`src/hdl/lei_pkg.sv`:
```
// ----------------------------------------------------------------------------
// lei_pkg: shared types and constants for the Langevin integrator step
// Widths, register indexes, the divider request and status structs and a shift helper.
// ----------------------------------------------------------------------------
package lei_pkg;

  localparam int unsigned Dimensions = 3;
  localparam int unsigned MaxAtoms   = 65536;
  localparam int unsigned CountW     = 17;

  // configuration register indexes
  localparam logic [2:0] RegDecay    = 3'd0;
  localparam logic [2:0] RegVelStep  = 3'd1;
  localparam logic [2:0] RegForcePos = 3'd2;
  localparam logic [2:0] RegPosSigma = 3'd3;
  localparam logic [2:0] RegVelSigma = 3'd4;

  // divider request / status
  typedef struct packed {
    logic        start;
    logic [63:0] num;
    logic [63:0] den;
  } div_req_t;

  typedef struct packed {
    logic        busy;
    logic        done;
    logic [63:0] quo;
  } div_rsp_t;

  // floor(x / 65536) for a signed product
  function automatic logic signed [65:0] fshift16(input logic signed [81:0] x);
    fshift16 = 66'(x >>> 16);
  endfunction

endpackage

```
`src/hdl/lei_divider.sv`:
```
// ----------------------------------------------------------------------------
// lei_divider: unsigned 64/64 radix-2 restoring divider
// One quotient bit per cycle.
// ----------------------------------------------------------------------------
module lei_divider (
  input  logic              clk_i,
  input  logic              rst_ni,
  input  lei_pkg::div_req_t req_i,
  output lei_pkg::div_rsp_t rsp_o
);

  logic [63:0] rem_q, rem_d, quo_q, quo_d, den_q, den_d;
  logic [6:0]  cnt_q, cnt_d;
  logic        busy_q, busy_d, done_q, done_d;
  logic [64:0] trial;

  // one shift-subtract step
  always_comb begin
    rem_d  = rem_q;
    quo_d  = quo_q;
    den_d  = den_q;
    cnt_d  = cnt_q;
    busy_d = busy_q;
    done_d = 1'b0;
    trial  = {rem_q, quo_q[63]} - {1'b0, den_q};
    if (req_i.start) begin
      rem_d  = '0;
      quo_d  = req_i.num;
      den_d  = req_i.den;
      cnt_d  = 7'd0;
      busy_d = 1'b1;
    end else if (busy_q) begin
      if (!trial[64]) begin
        rem_d = trial[63:0];
        quo_d = {quo_q[62:0], 1'b1};
      end else begin
        rem_d = {rem_q[62:0], quo_q[63]};
        quo_d = {quo_q[62:0], 1'b0};
      end
      cnt_d = cnt_q + 7'd1;
      if (cnt_q == 7'd63) begin
        busy_d = 1'b0;
        done_d = 1'b1;
      end
    end
  end

  always_ff @(posedge clk_i or negedge rst_ni) begin
    if (!rst_ni) begin
      busy_q <= 1'b0;
      done_q <= 1'b0;
      cnt_q  <= '0;
    end else begin
      busy_q <= busy_d;
      done_q <= done_d;
      cnt_q  <= cnt_d;
    end
  end

  always_ff @(posedge clk_i) begin
    rem_q <= rem_d;
    quo_q <= quo_d;
    den_q <= den_d;
  end

  assign rsp_o.busy = busy_q;
  assign rsp_o.done = done_q;
  assign rsp_o.quo  = quo_q;

  // a done pulse only ends a running request
  assert property (@(posedge clk_i) disable iff (!rst_ni) done_q |-> $past(busy_q))
    else $error("divider done without busy");
  assert property (@(posedge clk_i) disable iff (!rst_ni)
    (busy_q && !req_i.start) |=> (cnt_q == $past(cnt_q) + 7'd1) || !busy_q)
    else $error("divider step count skipped");
  assert property (@(posedge clk_i) disable iff (!rst_ni) !busy_q |-> !done_d)
    else $error("divider finished while idle");

endmodule

```
`config.mk`:
```
export PLATFORM = sky130hd
export DESIGN_NAME = lei_divider
export DESIGN_NICKNAME = d
export VERILOG_FILES = /design/src/hdl/lei_pkg.sv /design/src/hdl/lei_divider.sv
export SDC_FILE = /design/constraint.sdc
export NUM_CORES = 1
export LEC_CHECK = 0
export ABC_AREA = 1
export CAP_MARGIN = 40
export CORE_UTILIZATION = 36
export CTS_BUF_LIST = sky130_fd_sc_hd__clkbuf_8
export DETAILED_ROUTE_END_ITERATION = 16
export DONT_BUFFER_PORTS = 1
export GPL_TIMING_DRIVEN = 0
export MAX_ROUTING_LAYER = met4
export PLACE_DENSITY_LB_ADDON = 0.15
export SYNTH_ARGS = -nofsm -noshare
export SYNTH_HDL_FRONTEND = slang
export SYNTH_SLANG_ARGS = --single-unit
```
`constraint.sdc`:
```
create_clock -name clk_i -period 5.29 [get_ports clk_i]
set_input_delay 0.529 -clock clk_i [delete_from_list [all_inputs] [get_ports clk_i]]
set_output_delay 0.529 -clock clk_i [all_outputs]
set_load 0.03 [all_outputs]
```
### Word-level counts from Yosys, hierarchy flattened

Index checks and enable logic that the tools add are counted.

| word-level totals | value |
|---|---|
| bits in registers | 201 |
| bits of input ports | 131 |
| logic and storage cells | 22 |
| output and inout bits | 66 |

| cells by class | value |
|---|---|
| muxes and demuxes | 12 |
| eq/ne operators | 1 |
| add/subtract/negate cells | 2 |
| reduce and logical (&&, ||, !) cells | 1 |

Operators by type and width:

| operator | count |
|---|---|
| $mux 64 | 3 |
| $sub 65x64->65 | 1 |
| $mux 7 | 2 |
| $add 7x1->7 const B | 1 |
| $eq 7x6->1 const B | 1 |
| $mux 1 | 7 |
| $reduce_bool 2->1 | 1 |

### Logic depth before layout (Yosys ltp)

| depth | value |
|---|---|
| word-level depth | 4 |
| mapped depth | 21 |

### Worst setup path after synthesis

Ideal clock, no wire load.

| timing path | value |
|---|---|
| path type | register to register |
| from | register quo_q[63] |
| to | register quo_q[0] (data pin) |
| setup time | 0.269 ns |
| slack | 2.543 ns |
| required time | 5.021 ns |
| stages on the path, launching flop included | 20 |
| data arrival time | 2.478 ns |
| path buffers | 2 |
| path through | edfxtp_1 > inv_1 > ha_1 > fa_1 > inv_1 > nand2_1 > nand2_1 > nand3_1 > nand2_2 > nand2_1 > nand2_2 > nand2_1 > nand2_2 > nand2_4 > nand2_4 > nand2_2 > nand2_2 > buf_12 > buf_6 > o21ai_0 |

| on the way | value |
|---|---|
| longest elaborated chain between the ends | 4 |

Ends and longest elaborated chain:

| what | line | text |
|---|---|---|
| from (decl) | lei_divider.sv:12 | `logic [63:0] rem_q, rem_d, quo_q, quo_d, den_q, den_d;` |
| from (signal assigned) | lei_divider.sv:62 | `quo_q <= quo_d;` |
| $sub 65x64->65 | lei_divider.sv:25 | `trial = {rem_q, quo_q[63]} - {1'b0, den_q};` |
| $mux 1 | lei_divider.sv:33 | `if (!trial[64]) begin` |
| $mux 64 | lei_divider.sv:32 | `end else if (busy_q) begin` |
| $mux 64 | lei_divider.sv:26 | `if (req_i.start) begin` |
| named net quo_d[0] | lei_divider.sv:12 |  |

The timed path passes the listed nets, and every way through them passes these cells. The select of a mux whose other input is x is not followed.
A chain may end at the register's enable or synchronous reset.

### Final worst setup path

| timing path | value |
|---|---|
| from | register quo_q[63] |
| to | register rem_q[42] |

| on the way | value |
|---|---|
| longest elaborated chain between the ends | 2 |

Ends and longest elaborated chain:

| what | line | text |
|---|---|---|
| $sub 65x64->65 | lei_divider.sv:25 |  |
| $mux 64 | lei_divider.sv:33 |  |
| to (signal assigned) | lei_divider.sv:61 | `rem_q <= rem_d;` |
| to (decl) | lei_divider.sv:12 |  |

Every way passes these cells.

==> results.toml <==
[setup_path]
critPathMaxFanout = 10
required_ns = 5.76
worst_setup_path_start_kind = "flip-flop"
worstPathArrival_ns = 3.87
worst_setup_path_end_kind = "flip-flop"
critPathKind = "flip-flop to flip-flop"

[detailed_routing]
finalWirelength_mm = 45.4
detail_route.vias_per_cell = 4.49
drt_iter0_markers = 656
drc = 0
wl_per_cell_um = 15.4
via_count = 13262
first_pass_iters = 5
ant_nets = 0

[logic_synthesis]
ys_types = 35
yosysWarningCount = 0
async_flop_share_pct = 4.48
synth-seq-area-share_pct = 36.6
synthCells = 2289
synth_area_leader_cell = "nand2_1"
synth_top_area_share_pct = 26.6
synth_area_per_cell_um2 = 6.38
synth_nets = 2486
synthFlopType = "edfxtp_1"
ys_seq_elements = 201
synth_area_leaders = "nand2_1 27%, edfxtp_1 26%, inv_1 13%"
synth_edf_count = 128
syn_area_mm2 = 0.0146

[clock_tree]
htree_levels = 2
numCtsBuffers = 39
cts_setup_buffers = 0
cts.clk_slew.worst_paths_ns = 0.06
cts-root-buf = "clkbuf_8"
ctsHoldBuffers = 66
clk_latency_ns = 0.61
clk_path_buf_depth = 3
cts-resized-gates = 0
cts_tree = "done"
cts_sinks = 201

[run_status]
run_status = "completed"

[power_and_ir_drop]
switching_share_pct = 28.6
clkPwrFrac_pct = 39.3
pwr-share-seq_pct = 50.4
ir_worst_vdd_uv = 188
switching_power_mw = 1.09
pwr-share-comb_pct = 10.3
power_density_mw_per_mm2 = 228
p_int_mw = 2.71
p_leak_nw = 9.35

[place]
hpwl_mm = 36.5
portBuffers = 0
place_congestion = 0.924

[timing]
skew_ns = 0.0345
hold_ws_ns = 0.0518
drv_slew = 0
hold_viol = 0
setup-violations-final = 0
fin_setup_tns_ns = 0
fmax_mhz = 295
final.period_utilization_pct = 64.2
rsz0062_at_grt = "no"
slew_headroom_pct = 44.6
period_minus_slack_ns = 3.39
worstMarginPinSlew_ns = 0.830

[layout]
drive_gt1_share_pct = 5.52
fin_nets = 2596
n_antenna_cell = 0
areaGrowthSynthToFinish_pct = 14.3
nFillCells = 4382

[global_route]
grt_pass1_vias = 13226
grt_usage_pct = 22.9
grt_antenna_before_repair = 0
grt_pass1_wl_mm = 70.7
grt_overflow = 0
grt_start_max_net_pins = 55

[die]
io_pins = 197
core_area_mm2 = 0.0399
die_y_um = 203
die_area_mm2 = 0.0414
start_util_pct = 36.6
fp-row-count = 73
die_w_um = 203

[min_path]
hp-class = "primary input to flip-flop"

[job]
cap_violations = 0
[critical path: stages, from the launching register on]
cell and delay [ns]:
edfxtp_1 0.56, inv_1 0.14, ha_1 0.24, fa_1 0.41
inv_1 0.11, nand2_1 0.05, nand2_1 0.08, nand3_1 0.08
nand2_2 0.13, nand2_1 0.08, nand2_2 0.14, nand2_1 0.08
nand2_2 0.15, nand2_4 0.10, nand2_4 0.09, nand2_4 0.08
nand2_2 0.13, buf_6 0.19, buf_6 0.18, nand2_1 0.11
nand3_1 0.08, nand2_1 0.06
[cells in the mapped netlist (7+ instances only)]
| cell type | instances |
|---|---|
| nor2_2 | 7 |
| o21ai_0 | 19 |
| nand4_1 | 8 |
| nand3_1 | 131 |
| xnor2_1 | 25 |
| nor2_1 | 106 |
| a21oi_1 | 52 |
| edfxtp_1 | 128 |
| inv_1 | 496 |
| dfrtp_1 | 9 |
| nor3_1 | 16 |
| ha_1 | 65 |
| dfxtp_1 | 64 |
| clkbuf_1 | 27 |
| nand2_1 | 1036 |
| nand2_2 | 52 |
[kinds of logic after synthesis]
group                      synth area share [%]
DFF                                        36.6
and+or+nand+nor                            38.4
AOI/OAI and AO/OA                          2.54
buffers and inverters                      14.9
adders and majority gates                  5.70
xor gates and xnor gates                   1.86
[flip-flops by register name, summed over array words and instances (netlist names)]
| signal | count |
|---|---|
| den_q | 64 |
| cnt_q | 7 |
| rem_q | 64 |
| busy_q | 1 |
| quo_q | 64 |
| done_q | 1 |
[metal layers]
metal | share of wire, % | global-route usage [%]
met2 | 46 | 37.5
met1 | 47 | 28.8
met3 | 5.2 | 3.87
met4 | 2.4 | 7.14
met5 | 0 | -
[path summary, 6_finish.rpt]
| kind | start | slack [ns] | endpoint | depth (start not counted) |
|---|---|---|---|---|
| setup / recovery | quo_q[63] | 1.90 | rem_q[42] | 21 |
| max in group asynchronous | rst_ni | 4.67 | done_q | 1 |
| hold / removal | req_i[128] | 0.05 | den_q[37] | 0 |
| setup reg to reg | quo_q[63] | 1.90 | rem_q[42] | 21 |
| min in group asynchronous | rst_ni | 0.32 | cnt_q[5] | 1 |
| hold reg to reg | cnt_q[6] | 0.46 | done_q | 1 |
[per-stage QoR]
step                std cells  area [um^2]  utilization [%]  power (mW)  setup WS, ns
finish                   2951        16700             41.8        3.80          1.90
global route             2951        16700             41.8        3.99          1.58
CTS                      2950        16700             41.8        3.88          1.84
detailed placement       2816        15300             38.3        2.29          1.87
global placement         2814        15300             38.2        2.29          1.47
floorplan                2289        14600                -        2.18          2.54
[area by class of cell]
cell class                 instances  area (um^2)  area share (%)
clock buffer                      40          551            3.30
timing repair buffer              69          706            4.23
inverter                         501         1880            11.3
clock inverter                    28          170            1.02
tap                              525          657            3.94
buffer                            44          298            1.78
multi-input combinational       1543         7080            42.4
sequential                       201         5350            32.1
[power groups by stage]
stage | Sequential, mW | Clock, mW | Combinational [mW]
floorplan | 1.92 | 0 | 0.257
global placement | 1.95 | 0 | 0.346
detailed placement | 1.94 | 0 | 0.349
CTS | 1.92 | 1.57 | 0.393
global route | 1.92 | 1.62 | 0.443
finish | 1.91 | 1.49 | 0.390
[cell usage in the layout (no fill, tap or decap), types with 27 or more instances in the layout]
cell type / n
dfxtp_1: 64
nand3_1: 131
a21oi_1: 52
edfxtp_1: 128
dlygate4sd3_1: 67
nand2_1: 1036
nor2_1: 106
clkbuf_8: 40
inv_1: 517
clkbuf_1: 27
ha_1: 65
nand2_2: 52
(Power assumes the default switching activity.)
